===== config.mk =====
export PLATFORM = sky130hd
export DESIGN_NAME = alert_beep_burst_sequencer_flat
export DESIGN_NICKNAME = d
export VERILOG_FILES = /design/src/sv/abbs_pkg.sv /design/src/sv/abbs_if.sv /design/src/sv/abbs_cfg.sv /design/src/sv/abbs_core.sv /design/src/sv/alert_beep_burst_sequencer.sv /design/src/flat_wrapper.sv
export SDC_FILE = /design/constraint.sdc
export NUM_CORES = 1
export LEC_CHECK = 0
export ABC_AREA = 0
export BUFFER_PORTS_ARGS = -buffer_cell sky130_fd_sc_hd__buf_2
export CAP_MARGIN = 40
export CELL_PAD_IN_SITES_DETAIL_PLACEMENT = 0
export CELL_PAD_IN_SITES_GLOBAL_PLACEMENT = 2
export CORE_MARGIN = 3
export CORE_UTILIZATION = 25
export CTS_CLUSTER_DIAMETER = 200
export DETAILED_ROUTE_END_ITERATION = 16
export PLACE_DENSITY = 0.62
export SLEW_MARGIN = 30
export SYNTH_ARGS = -nofsm -noshare
export SYNTH_HDL_FRONTEND = slang
export SYNTH_HIERARCHICAL = 1
export SYNTH_SLANG_ARGS = --single-unit

===== constraint.sdc =====
create_clock -name clk -period 4.5 [get_ports clk]
set_input_delay 0.675 -clock clk [delete_from_list [all_inputs] [get_ports clk]]
set_output_delay 0.675 -clock clk [all_outputs]
set_load 0.01 [all_outputs]

===== src/sv/abbs_pkg.sv =====
// ----------------------------------------------------------------------------
// abbs_pkg
// Shared types and constants for the alert beep burst sequencer: the command
// and phase codes, the register indexes, the settings struct and reset values.
// ----------------------------------------------------------------------------
`default_nettype none

package abbs_pkg;

  // Number of distinct alert kinds tracked in the active mask.
  localparam int ALERT_KINDS = 32;
  localparam int KIND_W      = (ALERT_KINDS > 1) ? $clog2(ALERT_KINDS) : 1;

  // Largest accepted volume percent.
  localparam logic [7:0] VOLUME_MAX = 8'd100;

  // Saturation value of the millisecond counter.
  localparam logic [15:0] COUNT_MAX = 16'hFFFF;

  // Configuration port geometry.
  localparam int CFG_IDX_W  = 3;
  localparam int CFG_DATA_W = 16;

  // Register reset values.
  localparam logic [15:0] TONE_HZ_RST  = 16'd880;
  localparam logic [15:0] TONE_MS_RST  = 16'd140;
  localparam logic [15:0] GAP_MS_RST   = 16'd120;
  localparam logic [15:0] REPEAT_MS_RST = 16'd5000;
  localparam logic [7:0]  TONES_RST    = 8'd3;

  // Request command codes.
  typedef enum logic [1:0] {
    CMD_TICK   = 2'd0,
    CMD_ALERT  = 2'd1,
    CMD_ENABLE = 2'd2,
    CMD_VOLUME = 2'd3
  } cmd_t;

  // Sequencer phases.
  typedef enum logic [1:0] {
    PH_IDLE   = 2'd0,
    PH_TONE   = 2'd1,
    PH_GAP    = 2'd2,
    PH_REPEAT = 2'd3
  } phase_t;

  // Configuration register indexes.
  typedef enum logic [CFG_IDX_W-1:0] {
    REG_TONE_HZ   = 3'd0,
    REG_TONE_MS   = 3'd1,
    REG_GAP_MS    = 3'd2,
    REG_REPEAT_MS = 3'd3,
    REG_TONES     = 3'd4
  } reg_idx_t;

  // Current settings as seen by the sequencer core.
  typedef struct packed {
    logic [15:0] tone_hz;
    logic [15:0] tone_ms;
    logic [15:0] gap_ms;
    logic [15:0] repeat_ms;
    logic [7:0]  tones_per_burst;
  } cfg_t;

endpackage

`default_nettype wire


===== src/sv/abbs_if.sv =====
// ----------------------------------------------------------------------------
// abbs_in_if / abbs_out_if
// Valid/ready channels of the sequencer: event requests in, status results out.
// ----------------------------------------------------------------------------
`default_nettype none

interface abbs_in_if import abbs_pkg::*; ();
  logic       valid;
  logic       ready;
  cmd_t       cmd;
  logic [7:0] alert_kind;
  logic       raised;
  logic       enable_value;
  logic [7:0] volume_value;

  modport source (output valid, cmd, alert_kind, raised, enable_value, volume_value,
                  input ready);
  modport sink   (input valid, cmd, alert_kind, raised, enable_value, volume_value,
                  output ready);
endinterface

interface abbs_out_if import abbs_pkg::*; ();
  logic        valid;
  logic        ready;
  logic        tone_on;
  logic [15:0] tone_freq;
  logic [6:0]  volume_out;
  logic        alerting;
  phase_t      phase_out;

  modport source (output valid, tone_on, tone_freq, volume_out, alerting, phase_out,
                  input ready);
  modport sink   (input valid, tone_on, tone_freq, volume_out, alerting, phase_out,
                  output ready);
endinterface

`default_nettype wire


===== src/sv/abbs_cfg.sv =====
// ----------------------------------------------------------------------------
// abbs_cfg
// Configuration register file: tone frequency, tone length, gap, repeat wait
// and tones per burst, written through a simple indexed write port.
// ----------------------------------------------------------------------------
`default_nettype none

module abbs_cfg import abbs_pkg::*; (
  input  wire logic                  clk,
  input  wire logic                  rst_n,
  input  wire logic                  cfg_we,
  input  wire logic [CFG_IDX_W-1:0]  cfg_idx,
  input  wire logic [CFG_DATA_W-1:0] cfg_wdata,
  output cfg_t                       cfg
);

  cfg_t cfg_r;

  // Register writes; indexes past the last register are dropped.
  always_ff @(posedge clk) begin
    if (!rst_n) begin
      cfg_r.tone_hz         <= TONE_HZ_RST;
      cfg_r.tone_ms         <= TONE_MS_RST;
      cfg_r.gap_ms          <= GAP_MS_RST;
      cfg_r.repeat_ms       <= REPEAT_MS_RST;
      cfg_r.tones_per_burst <= TONES_RST;
    end else if (cfg_we) begin
      case (reg_idx_t'(cfg_idx))
        REG_TONE_HZ:   cfg_r.tone_hz         <= cfg_wdata;
        REG_TONE_MS:   cfg_r.tone_ms         <= cfg_wdata;
        REG_GAP_MS:    cfg_r.gap_ms          <= cfg_wdata;
        REG_REPEAT_MS: cfg_r.repeat_ms       <= cfg_wdata;
        REG_TONES:     cfg_r.tones_per_burst <= cfg_wdata[7:0];
        default: begin
        end
      endcase
    end
  end

  assign cfg = cfg_r;

endmodule

`default_nettype wire


===== src/sv/abbs_core.sv =====
// ----------------------------------------------------------------------------
// abbs_core
// Sequencer core: input register, alert/enable/volume state, the burst phase
// machine and the result register with its handshake.
// ----------------------------------------------------------------------------
`default_nettype none

module abbs_core import abbs_pkg::*; (
  input  wire logic  clk,
  input  wire logic  rst_n,
  input  wire cfg_t  cfg,
  abbs_in_if.sink    in_chan,
  abbs_out_if.source out_chan
);

  localparam logic [7:0] KIND_LIMIT = 8'(ALERT_KINDS);

  // Input stage.
  logic       s1_vld_r;
  cmd_t       s1_cmd_r;
  logic [7:0] s1_kind_r;
  logic       s1_raised_r;
  logic       s1_en_r;
  logic [7:0] s1_vol_r;

  // Architectural state.
  logic [ALERT_KINDS-1:0] mask_r, mask_nxt;
  logic                   en_r, en_nxt;
  logic [6:0]             req_r, req_nxt;
  logic [6:0]             app_r, app_nxt;
  phase_t                 ph_r, ph_nxt;
  logic [7:0]             idx_r, idx_nxt;
  logic [15:0]            cnt_r, cnt_nxt;
  logic                   np_r, np_nxt;

  // Result stage.
  logic        out_vld_r;
  logic        tone_on_r, tone_on_nxt;
  logic [15:0] freq_r, freq_nxt;
  logic        alerting_r, alerting_nxt;

  logic advance;
  logic in_acc;
  logic step;

  // The pipeline moves whenever the result register is free or being taken.
  assign advance = !out_vld_r || out_chan.ready;
  assign in_chan.ready = !s1_vld_r || advance;
  assign in_acc = in_chan.valid && in_chan.ready;
  assign step = s1_vld_r && advance;

  // Input register.
  always_ff @(posedge clk) begin
    if (!rst_n) begin
      s1_vld_r <= 1'b0;
    end else if (in_acc) begin
      s1_vld_r <= 1'b1;
    end else if (advance) begin
      s1_vld_r <= 1'b0;
    end
  end

  always_ff @(posedge clk) begin
    if (in_acc) begin
      s1_cmd_r    <= in_chan.cmd;
      s1_kind_r   <= in_chan.alert_kind;
      s1_raised_r <= in_chan.raised;
      s1_en_r     <= in_chan.enable_value;
      s1_vol_r    <= in_chan.volume_value;
    end
  end

  // Next state for one request.
  always_comb begin
    logic        notify;
    logic        do_top;
    logic        active;
    logic [15:0] cnt_inc;
    logic [15:0] tone_len;
    logic [7:0]  burst_len;
    logic [7:0]  idx_inc;
    logic        last_tone;

    mask_nxt = mask_r;
    en_nxt   = en_r;
    req_nxt  = req_r;
    app_nxt  = app_r;
    ph_nxt   = ph_r;
    idx_nxt  = idx_r;
    cnt_nxt  = cnt_r;
    np_nxt   = np_r;
    notify   = 1'b0;
    do_top   = 1'b0;

    cnt_inc   = (cnt_r < COUNT_MAX) ? cnt_r + 16'd1 : cnt_r;
    tone_len  = (cfg.tone_ms != 16'd0) ? cfg.tone_ms : 16'd1;
    burst_len = (cfg.tones_per_burst != 8'd0) ? cfg.tones_per_burst : 8'd1;
    idx_inc   = idx_r + 8'd1;
    last_tone = ({1'b0, idx_r} + 9'd1) >= {1'b0, burst_len};

    // Event decode and the millisecond tick.
    case (s1_cmd_r)
      CMD_TICK: begin
        case (ph_r)
          PH_TONE: begin
            cnt_nxt = cnt_inc;
            if (cnt_inc >= tone_len) begin
              // End of a tone: go on in the burst, wait, restart or go idle.
              if (!(en_r && (mask_r != '0))) begin
                do_top = 1'b1;
              end else if (last_tone) begin
                if (np_r || cfg.repeat_ms == 16'd0) begin
                  do_top = 1'b1;
                end else begin
                  ph_nxt  = PH_REPEAT;
                  cnt_nxt = 16'd0;
                end
              end else if (np_r) begin
                do_top = 1'b1;
              end else if (cfg.gap_ms == 16'd0) begin
                ph_nxt  = PH_TONE;
                idx_nxt = idx_inc;
                cnt_nxt = 16'd0;
              end else begin
                ph_nxt  = PH_GAP;
                cnt_nxt = 16'd0;
              end
            end
          end
          PH_GAP: begin
            cnt_nxt = cnt_inc;
            if (cnt_inc >= cfg.gap_ms) begin
              ph_nxt  = PH_TONE;
              idx_nxt = idx_inc;
              cnt_nxt = 16'd0;
            end
          end
          PH_REPEAT: begin
            cnt_nxt = cnt_inc;
            if (cnt_inc >= cfg.repeat_ms) begin
              do_top = 1'b1;
            end
          end
          default: begin
          end
        endcase
      end
      CMD_ALERT: begin
        if (s1_kind_r < KIND_LIMIT) begin
          mask_nxt[s1_kind_r[KIND_W-1:0]] = s1_raised_r;
          notify = 1'b1;
        end
      end
      CMD_ENABLE: begin
        en_nxt = s1_en_r;
        notify = 1'b1;
      end
      CMD_VOLUME: begin
        if (s1_vol_r <= VOLUME_MAX && s1_vol_r != {1'b0, req_r}) begin
          req_nxt = s1_vol_r[6:0];
          notify  = 1'b1;
        end
      end
      default: begin
      end
    endcase

    // A notification during a tone waits for the tone to end.
    if (notify) begin
      np_nxt = 1'b1;
      if (ph_r != PH_TONE) begin
        do_top = 1'b1;
      end
    end

    active = en_nxt && (mask_nxt != '0);

    // Top of the sequence: apply volume, then start a burst or go idle.
    if (do_top) begin
      app_nxt = req_nxt;
      np_nxt  = 1'b0;
      ph_nxt  = active ? PH_TONE : PH_IDLE;
      idx_nxt = 8'd0;
      cnt_nxt = 16'd0;
    end

    tone_on_nxt  = (ph_nxt == PH_TONE) && en_nxt;
    freq_nxt     = tone_on_nxt ? cfg.tone_hz : 16'd0;
    alerting_nxt = active;
  end

  // State registers.
  always_ff @(posedge clk) begin
    if (!rst_n) begin
      mask_r <= '0;
      en_r   <= 1'b0;
      req_r  <= 7'd0;
      app_r  <= 7'd0;
      ph_r   <= PH_IDLE;
      idx_r  <= 8'd0;
      cnt_r  <= 16'd0;
      np_r   <= 1'b0;
    end else if (step) begin
      mask_r <= mask_nxt;
      en_r   <= en_nxt;
      req_r  <= req_nxt;
      app_r  <= app_nxt;
      ph_r   <= ph_nxt;
      idx_r  <= idx_nxt;
      cnt_r  <= cnt_nxt;
      np_r   <= np_nxt;
    end
  end

  // Result register.
  always_ff @(posedge clk) begin
    if (!rst_n) begin
      out_vld_r <= 1'b0;
    end else if (advance) begin
      out_vld_r <= s1_vld_r;
    end
  end

  always_ff @(posedge clk) begin
    if (step) begin
      tone_on_r  <= tone_on_nxt;
      freq_r     <= freq_nxt;
      alerting_r <= alerting_nxt;
    end
  end

  // Volume and phase in the result are the state just written.
  assign out_chan.valid      = out_vld_r;
  assign out_chan.tone_on    = tone_on_r;
  assign out_chan.tone_freq  = freq_r;
  assign out_chan.volume_out = app_r;
  assign out_chan.alerting   = alerting_r;
  assign out_chan.phase_out  = ph_r;

endmodule

`default_nettype wire


===== src/sv/alert_beep_burst_sequencer.sv =====
// ----------------------------------------------------------------------------
// alert_beep_burst_sequencer
// Alert beeper controller: tracks active alert kinds, enable and volume, and
// steps tone bursts, gaps and repeat waits on millisecond tick requests.
// ----------------------------------------------------------------------------
// Each request (tick, alert raise/clear, enable change, volume change) gives
// exactly one status result. The block takes one request per clock cycle
// while results are taken as they are offered; a request is captured in the
// input register, updates the sequencer state as it moves on into the result
// register and is offered from there until taken. Requests stall only while
// a result waits to be taken and the input register is full. Settings are
// to be written through the cfg_ port while no request is in flight (the block
// itself does not enforce this) and take effect on the next one.
`default_nettype none

module alert_beep_burst_sequencer import abbs_pkg::*; (
  input  wire logic                  clk,
  input  wire logic                  rst_n,
  abbs_in_if.sink                    in_chan,
  abbs_out_if.source                 out_chan,
  input  wire logic                  cfg_we,
  input  wire logic [CFG_IDX_W-1:0]  cfg_idx,
  input  wire logic [CFG_DATA_W-1:0] cfg_wdata
);

  cfg_t cfg;

  // Settings registers.
  abbs_cfg u_cfg (
    .clk       (clk),
    .rst_n     (rst_n),
    .cfg_we    (cfg_we),
    .cfg_idx   (cfg_idx),
    .cfg_wdata (cfg_wdata),
    .cfg       (cfg)
  );

  // Sequencer datapath and handshake.
  abbs_core u_core (
    .clk      (clk),
    .rst_n    (rst_n),
    .cfg      (cfg),
    .in_chan  (in_chan),
    .out_chan (out_chan)
  );

endmodule

`default_nettype wire

===== src/flat_wrapper.sv =====
// flat-port wrapper written by rule: the top's interface ports become plain ports
module alert_beep_burst_sequencer_flat import abbs_pkg::*;
  (clk, rst_n, cfg_we, cfg_idx, cfg_wdata, in_chan_valid, in_chan_cmd, in_chan_alert_kind, in_chan_raised, in_chan_enable_value, in_chan_volume_value, in_chan_ready, out_chan_valid, out_chan_tone_on, out_chan_tone_freq, out_chan_volume_out, out_chan_alerting, out_chan_phase_out, out_chan_ready);
  abbs_in_if in_chan_i ();
  abbs_out_if out_chan_i ();
  input  wire logic clk;
  input  wire logic rst_n;
  input  wire logic cfg_we;
  input  wire logic [CFG_IDX_W-1:0] cfg_idx;
  input  wire logic [CFG_DATA_W-1:0] cfg_wdata;
  input wire logic [$bits(in_chan_i.valid)-1:0] in_chan_valid;
  input wire logic [$bits(in_chan_i.cmd)-1:0] in_chan_cmd;
  input wire logic [$bits(in_chan_i.alert_kind)-1:0] in_chan_alert_kind;
  input wire logic [$bits(in_chan_i.raised)-1:0] in_chan_raised;
  input wire logic [$bits(in_chan_i.enable_value)-1:0] in_chan_enable_value;
  input wire logic [$bits(in_chan_i.volume_value)-1:0] in_chan_volume_value;
  output wire logic [$bits(in_chan_i.ready)-1:0] in_chan_ready;
  output wire logic [$bits(out_chan_i.valid)-1:0] out_chan_valid;
  output wire logic [$bits(out_chan_i.tone_on)-1:0] out_chan_tone_on;
  output wire logic [$bits(out_chan_i.tone_freq)-1:0] out_chan_tone_freq;
  output wire logic [$bits(out_chan_i.volume_out)-1:0] out_chan_volume_out;
  output wire logic [$bits(out_chan_i.alerting)-1:0] out_chan_alerting;
  output wire logic [$bits(out_chan_i.phase_out)-1:0] out_chan_phase_out;
  input wire logic [$bits(out_chan_i.ready)-1:0] out_chan_ready;
  assign in_chan_i.valid = in_chan_valid;
  assign in_chan_i.cmd = in_chan_cmd;
  assign in_chan_i.alert_kind = in_chan_alert_kind;
  assign in_chan_i.raised = in_chan_raised;
  assign in_chan_i.enable_value = in_chan_enable_value;
  assign in_chan_i.volume_value = in_chan_volume_value;
  assign in_chan_ready = in_chan_i.ready;
  assign out_chan_valid = out_chan_i.valid;
  assign out_chan_tone_on = out_chan_i.tone_on;
  assign out_chan_tone_freq = out_chan_i.tone_freq;
  assign out_chan_volume_out = out_chan_i.volume_out;
  assign out_chan_alerting = out_chan_i.alerting;
  assign out_chan_phase_out = out_chan_i.phase_out;
  assign out_chan_i.ready = out_chan_ready;
  alert_beep_burst_sequencer u_core (.clk(clk), .rst_n(rst_n), .in_chan(in_chan_i), .out_chan(out_chan_i), .cfg_we(cfg_we), .cfg_idx(cfg_idx), .cfg_wdata(cfg_wdata));
endmodule

==> impl_metrics.json, run 1 <==
{
  "outcome": "finished clean",
  "worst_r2r_path_depth": 17,
  "fillerInstances": 4362,
  "fp.dieW_um": 212,
  "element_type_at_the_critical_path_end": "register",
  "placementRows": 74,
  "arr_time_crit_path_ns": 4.43,
  "cts_made_buffers": 17,
  "post_synth_inst_count": 1234,
  "grt_antenna_before_repair": 0,
  "clock_skew_ns": 0.0218,
  "worstPathRequired_ns": 4.69,
  "tightestPinTransition_ns": 0.804,
  "worst_hold_path.num_cells": 1,
  "insertedDiodeCount": 0,
  "synth-seq-area-share": 0.387,
  "maxSlewViolCount": 0,
  "worst-r2r-setup-slack_ns": 0.26,
  "gr-usage-met3": 0.0299,
  "multiInputGateArea_sq_mm": 0.00602,
  "critPathMaxStageDelay_ns": 0.42,
  "ant_nets": 0,
  "path_max_fanout": 17,
  "grt.overflow.total": 0,
  "global_route.peak_usage_layer": "met2",
  "worstSetupStartpointType": "register",
  "fraction_of_registers_with_async_set_reset": 0,
  "vias": 9041,
  "finalSetupTns_ns": 0,
  "drive_above_1_share": 0.153,
  "placed_cells_incl_taps": 1803,
  "layout.area.seq_sq_mm": 0.00411,
  "starting_density_of_the_core": 0.256,
  "worst_hold_path.endpoint": "u_core/u_core/s1_kind_r[6]$_DFFE_PP_",
  "hold_path_startpoint": "in_chan_alert_kind[6]",
  "first_pass_iters": 7,
  "vias_per_cell": 4.91,
  "grt_max_degree": 59,
  "power_density_mw_per_mm2": 298,
  "post-route-drc-count": 0,
  "wl_per_cell_um": 17.7,
  "port-buffer-count": 72,
  "drt-initial-drc-count": 567,
  "holdWs_ns": 0.376,
  "syn_nets": 1330,
  "detailed_place_hpwl_um": 24000,
  "synth_area_per_cell_sq_um": 8.59,
  "cp.buffers_inverters": 4,
  "ys_warn_count": 6,
  "area_overhead_vs_synth_pct": 16.6,
  "clk_path_buf_depth": 2,
  "globalRouteTotalUtil": 0.148,
  "io_pins": 73,
  "dieHeight_um": 212,
  "slew_headroom": 0.459,
  "fin_nets": 1392,
  "max_cap_violations": 0,
  "synthFlopType": "sky130_fd_sc_hd__dfxtp_1",
  "critPathSlowestCell": "sky130_fd_sc_hd__a2111oi_2",
  "postCtsHoldBufs": 0,
  "setup_viol": 0,
  "ys_seq_elements": 186,
  "holdCritPathClass": "in2reg",
  "drt_wl_total_um": 32600,
  "cts-htree-levels": 4,
  "fmaxAchievable_ghz": 0.236,
  "timing.final.crit_share": 0.943,
  "clk_pin_slew_ns": 0.08,
  "gp_congestion": 0.820,
  "non_filler_cells_final": 1841,
  "endpoint_of_the_most_critical_register_to_register_path": "u_core/u_core/out_chan.tone_on$_DFFE_PP_",
  "cts_root_buffer": "sky130_fd_sc_hd__clkbuf_16",
  "hold_viol": 0,
  "critical_path_class": "reg2reg",
  "synth-edff-count": 38,
  "finalPower_uw": 3680,
  "worst_skew_pair.late_latency_ns": 0.47,
  "post_synth_num_cell_types": 83,
  "wire_length_of_the_first_global_routing_pass_um": 51400,
  "cellLeakagePower_uw": 0.00469,
  "grt_pass1_vias": 8869,
  "globalRouteMet2Util": 0.237,
  "timing.rr.start": "u_core/u_core/cnt_r[1]$_SDFFE_PN0P_",
  "clock-sinks": 186,
  "fin_crit_ns": 4.24,
  "die_footprint_sq_mm": 0.0449,
  "clock_tree_from_tritoncts": "built",
  "cpLargestDelayFamily": "compound AO/OA/AOI/OAI gates",
  "rsz_0062_raised_after_global_routing": "false",
  "synthesis.area_sq_mm": 0.0106,
  "timing.critical_path.cells": "ha_2 -> nand3_2 -> nor4_4 -> buf_4 -> buf_4 -> mux2_2 -> ha_1 -> nand2b_1 -> mux2_2 -> o2111ai_1 -> a2111oi_2 -> buf_4 -> nor3_1 -> and3_1 -> o221ai_4 -> buf_12 -> a21boi_0",
  "core_sq_mm": 0.0414,
  "crit_path_frequent_cell": "sky130_fd_sc_hd__buf_4",
  "max-vdd-ir-drop_mv": 0.201,
  "groute.layer.met1.usage": 0.204
}
[cells in the final DEF (no fill, tap or decap), types with 4 or more instances in the layout]
cell	count
sky130_fd_sc_hd__nand2_1	170
sky130_fd_sc_hd__dfxtp_1	147
sky130_fd_sc_hd__a21oi_1	101
sky130_fd_sc_hd__mux2i_1	88
sky130_fd_sc_hd__nor2_1	86
sky130_fd_sc_hd__buf_2	72
sky130_fd_sc_hd__o21ai_0	66
sky130_fd_sc_hd__inv_1	64
sky130_fd_sc_hd__ha_1	51
sky130_fd_sc_hd__buf_4	38
sky130_fd_sc_hd__edfxtp_1	38
sky130_fd_sc_hd__nand4_1	35
sky130_fd_sc_hd__nor2b_1	34
sky130_fd_sc_hd__nand3_1	28
sky130_fd_sc_hd__nor4_1	25
sky130_fd_sc_hd__nand2b_1	19
sky130_fd_sc_hd__clkbuf_16	17
sky130_fd_sc_hd__nor3_1	16
sky130_fd_sc_hd__xnor2_1	11
sky130_fd_sc_hd__o21a_1	11
sky130_fd_sc_hd__a211oi_1	11
sky130_fd_sc_hd__xor2_1	9
sky130_fd_sc_hd__mux2_2	8
sky130_fd_sc_hd__or2_2	7
sky130_fd_sc_hd__or4_1	7
sky130_fd_sc_hd__a311oi_1	7
sky130_fd_sc_hd__and3_1	6
sky130_fd_sc_hd__a31oi_1	6
sky130_fd_sc_hd__buf_6	5
sky130_fd_sc_hd__o31ai_1	5
sky130_fd_sc_hd__a21o_1	5
sky130_fd_sc_hd__clkinvlp_4	4
sky130_fd_sc_hd__clkinv_4	4
sky130_fd_sc_hd__nand4b_1	4
sky130_fd_sc_hd__or3_1	4
sky130_fd_sc_hd__o2111ai_1	4
[cell usage after synthesis (5+ instances only)]
cell type / count / area share
sky130_fd_sc_hd__buf_2: 8 / 0.0038
sky130_fd_sc_hd__nand2b_1: 19 / 0.011
sky130_fd_sc_hd__xor2_1: 9 / 0.0074
sky130_fd_sc_hd__xnor2_1: 13 / 0.011
sky130_fd_sc_hd__a31oi_1: 6 / 0.0035
sky130_fd_sc_hd__nand2_1: 171 / 0.061
sky130_fd_sc_hd__and3_1: 6 / 0.0035
sky130_fd_sc_hd__or4_1: 7 / 0.0050
sky130_fd_sc_hd__a21o_1: 5 / 0.0035
sky130_fd_sc_hd__nor4_1: 26 / 0.015
sky130_fd_sc_hd__o21a_1: 11 / 0.0078
sky130_fd_sc_hd__a21oi_1: 101 / 0.048
sky130_fd_sc_hd__nand3_1: 29 / 0.014
sky130_fd_sc_hd__nor2_1: 86 / 0.030
sky130_fd_sc_hd__nand4_1: 35 / 0.021
sky130_fd_sc_hd__o21ai_0: 68 / 0.032
sky130_fd_sc_hd__inv_1: 64 / 0.023
sky130_fd_sc_hd__o31ai_1: 5 / 0.0035
sky130_fd_sc_hd__mux2_2: 8 / 0.0085
sky130_fd_sc_hd__clkbuf_1: 53 / 0.019
sky130_fd_sc_hd__or2_2: 7 / 0.0041
sky130_fd_sc_hd__mux2i_1: 89 / 0.084
sky130_fd_sc_hd__a311oi_1: 7 / 0.0058
sky130_fd_sc_hd__nor2b_1: 34 / 0.020
sky130_fd_sc_hd__nor3_1: 17 / 0.0080
sky130_fd_sc_hd__edfxtp_1: 38 / 0.11
sky130_fd_sc_hd__ha_1: 52 / 0.061
sky130_fd_sc_hd__dfxtp_1: 148 / 0.28
sky130_fd_sc_hd__buf_6: 8 / 0.0085
sky130_fd_sc_hd__a211oi_1: 13 / 0.0092
[worst max-delay path by stage]
stage / cells after the start / from / slack, ns / to
4_1_cts: 19 / u_core/u_core/cnt_r[1]$_SDFFE_PN0P_ / 0.08 / u_core/u_core/idx_r[7]$_SDFFE_PN0P_
2_1_floorplan: 18 / u_core/u_core/cnt_r[1]$_SDFFE_PN0P_ / 0.33 / u_core/u_core/out_chan.tone_freq[10]$_SDFFCE_PN0P_
3_3_place_gp: 18 / u_core/u_core/cnt_r[1]$_SDFFE_PN0P_ / 0.15 / u_core/u_core/idx_r[1]$_SDFFE_PN0P_
5_1_grt: 19 / u_core/u_core/cnt_r[5]$_SDFFE_PN0P_ / 0.004 / u_core/u_core/idx_r[7]$_SDFFE_PN0P_
6_report: 17 / u_core/u_core/cnt_r[1]$_SDFFE_PN0P_ / 0.26 / u_core/u_core/out_chan.tone_on$_DFFE_PP_
3_5_place_dp: 17 / u_core/u_core/cnt_r[1]$_SDFFE_PN0P_ / 0.06 / u_core/u_core/out_chan.tone_on$_DFFE_PP_
[cell type report]
type	instances	share of cell area
Timing Repair Buffer	116	0.0584
Inverter	65	0.0197
Multi-Input combinational cell	910	0.487
Sequential cell	186	0.332
Clock buffer	18	0.0355
Clock inverter	14	0.0132
Tap cell	532	0.0539
[registers in the layout, indices dropped and copies added, names as in the netlist]
register                           count
u_core/u_cfg/cfg                      72
u_core/u_core/cnt_r                   16
u_core/u_core/en_r                     1
u_core/u_core/idx_r                    8
u_core/u_core/mask_r                  32
u_core/u_core/np_r                     1
u_core/u_core/out_chan.alerting        1
u_core/u_core/out_chan.phase_out       2
u_core/u_core/out_chan.tone_freq      16
u_core/u_core/out_chan.tone_on         1
u_core/u_core/out_chan.valid           1
u_core/u_core/out_chan.volume_out      7
u_core/u_core/req_r                    7
u_core/u_core/s1_cmd_r                 2
u_core/u_core/s1_en_r                  1
u_core/u_core/s1_kind_r                8
u_core/u_core/s1_raised_r              1
u_core/u_core/s1_vld_r                 1
u_core/u_core/s1_vol_r                 8
[through the flow]
step | instance area [sq um] | util | worst slack [ns]
after floorplan | 10600 | - | 0.327
after global placement | 11500 | 0.279 | 0.146
after detailed placement | 11600 | 0.280 | 0.0581
after CTS | 12200 | 0.295 | 0.0814
after global routing | 12400 | 0.299 | 0.00404
final | 12400 | 0.299 | 0.256
[layer usage]
layer | vias to the layer above | routed length [um]
met1 | 4352 | 16400
met3 | 15 | 1020
met4 | 0 | 332
met5 | - | 0
li1 | 4557 | -
met2 | 117 | 14900
[repair_timing]
| action | 4_1_cts | 5_1_grt |
|---|---|---|
| resized for setup | 1 | 25 |
| setup buffers | 0 | 5 |
| pin swaps | 0 | 7 |
| endpoints found under the setup margin | 2 | 46 |
[kinds of logic (layout without fill, tap and decap cells)]
family                   Yosys count  after routing  synth area share
AO/OA/AOI/OAI                    266            266             0.159
AND/OR/NAND/NOR                  473            473             0.226
multiplexers                      97             97            0.0926
buffers and inverters            138            213            0.0558
flip-flops                       186            186             0.387
adder cells (fa/ha/maj)           52             52            0.0614
XOR/XNOR                          22             22            0.0182
[report_power, final]
group          switching [uW]  internal [uW]  leakage, uW
clock                     742            845     0.000282
combinational             203            113      0.00285
sequential               39.0           1740      0.00156
total                     984           2700      0.00469
Note: power is estimated with default switching activity, not from simulation.
==> inputs of run 2 (changes only) <==
- CORE_UTILIZATION: 25 -> 38
- PLACE_DENSITY: 0.62 -> 0.84
- clock period: 4.5 -> 4.4 ns (I/O delays scaled with it)
==> run 2 against run 1 <==
  * Sequential share of layout area rose by 0.73 points
  * Via count down 0.22%
  * Flip-flop and latch count did not move
  * Global-route usage up 4.6 points
  * Clock skew fell by 0.0043 ns
  * Final cell count shrank 9.2%
  * Critical path type unchanged
  * Wire length down 9.7%
  * Utilization grew 15 points
  * Setup slack lost 0.017 ns
  * Sequential power is 2% higher
  * Die area down 33%
  * Register-to-register slack got worse by 0.02 ns
==> impl_metrics.json, run 2 (same netlist as run 1, synthesis figures left out) <==
{
  "outcome": "finished clean",
  "wl_per_cell_um": 17.6,
  "vias": 9021,
  "worst_r2r_path_depth": 17,
  "globalRouteTotalUtil": 0.194,
  "insertedDiodeCount": 0,
  "ant_nets": 0,
  "timing.final.crit_share": 0.946,
  "worstSetupStartpointType": "register",
  "gp_congestion": 0.859,
  "maxSlewViolCount": 0,
  "final_util": 0.445,
  "drt_wl_total_um": 29400,
  "cp.buffers_inverters": 2,
  "port-buffer-count": 72,
  "clk_pin_slew_ns": 0.08,
  "placed_cells_incl_taps": 1636,
  "layout.area.seq_sq_mm": 0.00411,
  "clk_path_buf_depth": 2,
  "hold_viol": 0,
  "post-route-drc-count": 0,
  "worst_skew_pair.late_latency_ns": 0.45,
  "holdCritPathClass": "in2reg",
  "die_footprint_sq_mm": 0.0299,
  "grt_antenna_before_repair": 0,
  "arr_time_crit_path_ns": 4.45,
  "endpoint_of_the_most_critical_register_to_register_path": "u_core/u_core/out_chan.tone_on$_DFFE_PP_",
  "non_filler_cells_final": 1672,
  "critPathMaxStageDelay_ns": 0.45,
  "clock_skew_ns": 0.0175,
  "largest_register_ffs": 72,
  "postCtsHoldBufs": 0,
  "tightestPinTransition_ns": 0.754,
  "io_pins": 73,
  "max_cap_violations": 0,
  "max-vdd-ir-drop_mv": 0.260,
  "worstPathRequired_ns": 4.69,
  "setup_viol": 0,
  "fin_crit_ns": 4.16,
  "critical_path_class": "reg2reg",
  "grt_max_degree": 60,
  "critPathSlowestCell": "sky130_fd_sc_hd__dfxtp_1",
  "dieHeight_um": 173,
  "first_pass_iters": 5,
  "clock_tree_from_tritoncts": "built",
  "cellLeakagePower_uw": 0.00467,
  "detailed_place_hpwl_um": 21300,
  "layout.cells.most_common_list": "170 x sky130_fd_sc_hd__nand2_1, 147 x sky130_fd_sc_hd__dfxtp_1, 101 x sky130_fd_sc_hd__a21oi_1",
  "multiInputGateArea_sq_mm": 0.00603,
  "crit_path_frequent_cell": "sky130_fd_sc_hd__nand4_1",
  "starting_density_of_the_core": 0.390,
  "grt.overflow.total": 0,
  "holdWs_ns": 0.388,
  "fillerInstances": 2732,
  "fmaxAchievable_ghz": 0.240,
  "timing.rr.start": "u_core/u_core/cnt_r[5]$_SDFFE_PN0P_",
  "placementRows": 60,
  "layout.cells.most_common": "sky130_fd_sc_hd__nand2_1",
  "worst-r2r-setup-slack_ns": 0.24,
  "timing.critical_path.from": "u_core/u_core/cnt_r[5]$_SDFFE_PN0P_",
  "power_density_mw_per_mm2": 302,
  "clock-sinks": 186,
  "cpLargestDelayFamily": "compound AO/OA/AOI/OAI gates",
  "vias_per_cell": 5.40,
  "cts_root_buffer": "sky130_fd_sc_hd__clkbuf_16",
  "timing.critical_path.cells": "nand4_1 -> nor4_4 -> buf_6 -> nor2_1 -> nand4_1 -> xnor2_2 -> ha_1 -> nand2_1 -> o21ai_1 -> nor4_1 -> o221ai_1 -> a211oi_2 -> o311ai_0 -> o32ai_2 -> o221ai_4 -> buf_12 -> a21boi_0",
  "drt-initial-drc-count": 506,
  "slew_headroom": 0.497,
  "element_type_at_the_critical_path_end": "register",
  "area_overhead_vs_synth_pct": 14.1,
  "drive_above_1_share": 0.152,
  "wire_length_of_the_first_global_routing_pass_um": 47300,
  "core_sq_mm": 0.0272,
  "fin_nets": 1383,
  "fp.dieW_um": 173,
  "path_depth": 17,
  "path_max_fanout": 17,
  "cts_made_buffers": 17,
  "grt_pass1_vias": 8755,
  "worstSetupEndpoint": "u_core/u_core/out_chan.tone_on$_DFFE_PP_",
  "cts-htree-levels": 4
}
run 2: cell count changes in the layout (fill, tap and decap cells not counted), sizes merged:
| cell | previous run | this run |
|---|---|---|
| bufinv | 2 | 0 |
| clkinvlp | 4 | 2 |
| buf | 116 | 107 |
| clkbuf | 18 | 17 |
| clkinv | 4 | 7 |
| inv | 69 | 71 |
run 2: final cells by class:
class                      instances  area share
clock buffer                      17      0.0352
multi-input combinational        910       0.499
inverter                          65      0.0202
sequential                       186       0.340
tap                              372      0.0385
clock inverter                    15      0.0114
timing repair buffer             107      0.0562
run 2: worst min-delay path by stage:
stage / from / end / slack (ns) / cells after the start
global placement: u_core/u_cfg/cfg[59]$_SDFFE_PN0P_ / u_core/u_cfg/cfg[59]$_SDFFE_PN0P_ / 0.45 / 2
finish: in_chan_alert_kind[0] / u_core/u_core/s1_kind_r[0]$_DFFE_PP_ / 0.39 / 1
CTS: in_chan_alert_kind[3] / u_core/u_core/s1_kind_r[3]$_DFFE_PP_ / 0.37 / 1
floorplan: u_core/u_cfg/cfg[56]$_SDFFE_PN0P_ / u_core/u_cfg/cfg[56]$_SDFFE_PN0P_ / 0.43 / 2
detailed placement: u_core/u_cfg/cfg[57]$_SDFFE_PN0P_ / u_core/u_cfg/cfg[57]$_SDFFE_PN0P_ / 0.45 / 2
global route: in_chan_alert_kind[3] / u_core/u_core/s1_kind_r[3]$_DFFE_PP_ / 0.36 / 1
run 2: power breakdown:
part | internal (uW) | switching [uW] | leakage [uW]
Clock | 747 | 767 | 0.000274
Sequential | 1780 | 37.4 | 0.00156
Combinational | 117 | 204 | 0.00283
run 2: what timing repair did:
| action | CTS | global route |
|---|---|---|
| endpoints found under the setup margin | 0 | 50 |
| buffers inserted | 0 | 3 |
| gates resized for setup | 0 | 34 |
run 2: routing by layer:
layer	GRT usage	share of wire
met1	0.265	0.48
met2	0.321	0.47
met3	0.0329	0.030
met4	0.0443	0.012
met5	0	0
run 2: through the flow:
stage	TNS (ns)	worst slack [ns]	area [sq um]	power [uW]
final	0	0.239	12100	3650
after global routing	-0.0589	-0.0456	12100	3790
after CTS	0	0.0640	11900	3680
after detailed placement	0	0.147	11300	2170
after global placement	0	0.254	11300	2170
after floorplan	0	0.227	10600	2050
==> inputs of run 3 (changes only) <==
- CORE_ASPECT_RATIO: not set -> 1.4
- clock period: 4.4 -> 3.95 ns (I/O delays scaled with it)
==> run 3 against run 2 <==
  * The flow now finishes with violations (setup timing)
  * Non-clock buffer count increased by 83
  * Utilization rose by 3.9 points
  * Sequential share of layout area fell by 2.7 points
  * Critical path type unchanged
  * Largest cell class unchanged
==> impl_metrics.json, run 3 (same netlist as run 1, synthesis figures left out) <==
{
  "globalRouteTotalUtil": 0.205,
  "hold_path_startpoint": "in_chan_alert_kind[3]",
  "worst_hold_path.endpoint": "u_core/u_core/s1_kind_r[3]$_DFFE_PP_",
  "critPathMaxStageDelay_ns": 0.48,
  "wire_length_of_the_first_global_routing_pass_um": 49300,
  "grt_antenna_before_repair": 0,
  "largest_register_ffs": 72,
  "clk_pin_slew_ns": 0.07,
  "timing.rr.start": "u_core/u_core/cnt_r[15]$_SDFFE_PN0P_",
  "worst-r2r-setup-slack_ns": -0.02,
  "placementRows": 71,
  "fillerInstances": 2685,
  "fmaxAchievable_ghz": 0.252,
  "post_dp_cell_area_sq_mm": 0.0119,
  "non_filler_cells_final": 1748,
  "clock_tree_from_tritoncts": "built",
  "cts-htree-levels": 4,
  "placed_cells_incl_taps": 1702,
  "power.clock.fraction": 0.418,
  "worst_hold_path.num_cells": 1,
  "outcome": "finished with violations",
  "clk_path_buf_depth": 2,
  "ant_nets": 0,
  "power.switching_uw": 1080,
  "grt.overflow.total": 0,
  "clock-sinks": 186,
  "starting_density_of_the_core": 0.390,
  "wl_per_cell_um": 17.8,
  "arr_time_crit_path_ns": 4.17,
  "finish.instance_area_sq_mm": 0.0131,
  "layout.cells.most_common_list": "167 x sky130_fd_sc_hd__nand2_1, 139 x sky130_fd_sc_hd__dfxtp_1, 106 x sky130_fd_sc_hd__buf_4",
  "gp_congestion": 0.876,
  "critPathSlowestCell": "sky130_fd_sc_hd__a2111oi_4",
  "timing.final.crit_share": 1.01,
  "worst_r2r_path_depth": 16,
  "rsz_0062_raised_after_global_routing": "true",
  "grt_pass1_vias": 9250,
  "element_type_at_the_critical_path_end": "register",
  "pwr-share-seq": 0.484,
  "cts_root_buffer": "sky130_fd_sc_hd__clkbuf_16",
  "clock_skew_ns": 0.0117,
  "holdCritPathClass": "in2reg",
  "tightestPinTransition_ns": 0.765,
  "fin_crit_ns": 3.97,
  "maxSlewViolCount": 0,
  "worst_skew_pair.late_latency_ns": 0.44,
  "critical_path_class": "reg2reg",
  "drt_wl_total_um": 31200,
  "power_density_mw_per_mm2": 317,
  "grt_max_degree": 67,
  "insertedDiodeCount": 0,
  "timing.critical_path.cells": "nand4_1 -> nor4_4 -> nor2_2 -> nand3_2 -> xnor2_2 -> ha_1 -> a211oi_2 -> nor2_2 -> nor3_4 -> a31oi_2 -> a2111oi_4 -> o31ai_2 -> o21a_1 -> o221ai_4 -> clkbuf_16 -> a21oi_1",
  "slew_headroom": 0.488,
  "area_overhead_vs_synth_pct": 24.1,
  "path_max_fanout": 8,
  "vias": 9404,
  "worstSetupStartpointType": "register",
  "io_pins": 73,
  "port-buffer-count": 72,
  "detailed_place_hpwl_um": 22600,
  "max-vdd-ir-drop_mv": 0.288,
  "combPwrFrac": 0.098,
  "cp.buffers_inverters": 1,
  "setup_slack_ns": -0.0243,
  "drt-initial-drc-count": 381,
  "switching_share": 0.259,
  "vias_per_cell": 5.38,
  "setup_viol": 9,
  "pre_cts_setup_slack_ns": -0.149,
  "first_pass_iters": 5,
  "post-route-drc-count": 0,
  "drive_above_1_share": 0.245,
  "worstPathRequired_ns": 4.14,
  "crit_path_frequent_cell": "sky130_fd_sc_hd__nor2_2",
  "dieHeight_um": 204,
  "cts_made_buffers": 17,
  "hold_viol": 0,
  "die_footprint_sq_mm": 0.0300,
  "core_sq_mm": 0.0272,
  "violations": "setup timing",
  "cell_internal_pwr_uw": 3090,
  "max_cap_violations": 0,
  "fp.dieW_um": 147,
  "cpLargestDelayFamily": "compound AO/OA/AOI/OAI gates",
  "cellLeakagePower_uw": 0.00519,
  "layout.cells.most_common": "sky130_fd_sc_hd__nand2_1",
  "fin_nets": 1466,
  "postCtsHoldBufs": 0,
  "endpoint_of_the_most_critical_register_to_register_path": "u_core/u_core/out_chan.tone_freq[13]$_SDFFCE_PN0P_"
}
run 3: cell types whose count changed in the layout (fill, tap and decap cells not counted), moves of 4 or more:
cell / delta
sky130_fd_sc_hd__a211oi_2: +5
sky130_fd_sc_hd__nor2_2: +5
sky130_fd_sc_hd__or4_4: +4
sky130_fd_sc_hd__o21ai_0: -4
sky130_fd_sc_hd__a21oi_2: +10
sky130_fd_sc_hd__buf_4: +79
sky130_fd_sc_hd__or4_1: -4
sky130_fd_sc_hd__a211oi_1: -5
sky130_fd_sc_hd__dfxtp_1: -8
sky130_fd_sc_hd__nor2_1: -6
sky130_fd_sc_hd__a21oi_1: -11
sky130_fd_sc_hd__ha_4: +8
sky130_fd_sc_hd__dfxtp_2: +8
sky130_fd_sc_hd__ha_1: -8
run 3: layout make-up:
cell class | instances | area (sq um) | share of cell area
multi-input cells | 910 | 6380 | 0.485
well taps | 365 | 457 | 0.0347
inverters | 65 | 244 | 0.0186
repair buffers | 190 | 1360 | 0.104
clock buffers | 17 | 425 | 0.0324
flip-flops and latches | 186 | 4120 | 0.313
clock inverters | 15 | 163 | 0.0124
run 3: through the flow:
step                      TNS, ns  hold slack, ns  total power (uW)  utilization
after CTS                       0           0.306              4200        0.469
after global routing        -4.97           0.303              4340        0.484
after global placement      -1.29           0.442              2440        0.438
after detailed placement    -3.39           0.447              2440        0.439
after floorplan                 0           0.435              2280            -
final                      -0.163           0.325              4170        0.484
run 3: worst max path at each step:
stage                                              start                                                 end  slack, ns  depth (start not counted)
finish              u_core/u_core/cnt_r[15]$_SDFFE_PN0P_  u_core/u_core/out_chan.tone_freq[13]$_SDFFCE_PN0P_      -0.02                         16
global route        u_core/u_core/cnt_r[15]$_SDFFE_PN0P_   u_core/u_core/out_chan.tone_freq[2]$_SDFFCE_PN0P_      -0.19                         16
CTS                  u_core/u_core/cnt_r[1]$_SDFFE_PN0P_                 u_core/u_core/idx_r[6]$_SDFFE_PN0P_      0.002                         18
detailed placement  u_core/u_core/cnt_r[14]$_SDFFE_PN0P_            u_core/u_core/out_chan.tone_on$_DFFE_PP_      -0.15                         17
global placement    u_core/u_core/cnt_r[14]$_SDFFE_PN0P_            u_core/u_core/out_chan.tone_on$_DFFE_PP_      -0.08                         17
floorplan            u_core/u_core/cnt_r[1]$_SDFFE_PN0P_                 u_core/u_core/idx_r[6]$_SDFFE_PN0P_       0.02                         18
run 3: power groups by stage:
stage                     combinational (uW)  sequential (uW)  clock, uW
final                                    409             2020       1740
after detailed placement                 376             2060          0
after global placement                   373             2060          0
after CTS                                391             2020       1790
after floorplan                          232             2050          0
after global routing                     447             2030       1870
run 3: worst register-to-register path, stage by stage, from the launching register on:
cell and delay (ns):
sky130_fd_sc_hd__dfxtp_2 0.33, sky130_fd_sc_hd__nand4_1 0.21, sky130_fd_sc_hd__nor4_4 0.45, sky130_fd_sc_hd__nor2_2 0.12, sky130_fd_sc_hd__nand3_2 0.09, sky130_fd_sc_hd__xnor2_2 0.13
sky130_fd_sc_hd__ha_1 0.29, sky130_fd_sc_hd__a211oi_2 0.23, sky130_fd_sc_hd__nor2_2 0.10, sky130_fd_sc_hd__nor3_4 0.24, sky130_fd_sc_hd__a31oi_2 0.18, sky130_fd_sc_hd__a2111oi_4 0.48
sky130_fd_sc_hd__o31ai_2 0.13, sky130_fd_sc_hd__o21a_1 0.18, sky130_fd_sc_hd__o221ai_4 0.28, sky130_fd_sc_hd__clkbuf_16 0.23, sky130_fd_sc_hd__a21oi_1 0.06
run 3: metal layers:
metal	track usage	wire (um)
met1	0.242	13100
met2	0.368	15900
met3	0.0331	1020
met4	0.0879	1110
met5	0	0
run 3: repair_timing:
action | in CTS | in global routing
cloned | 1 | 1
pin swaps | 27 | 36
setup buffers | 6 | 7
endpoints found under the setup margin | 40 | 50
resized for setup | 38 | 66
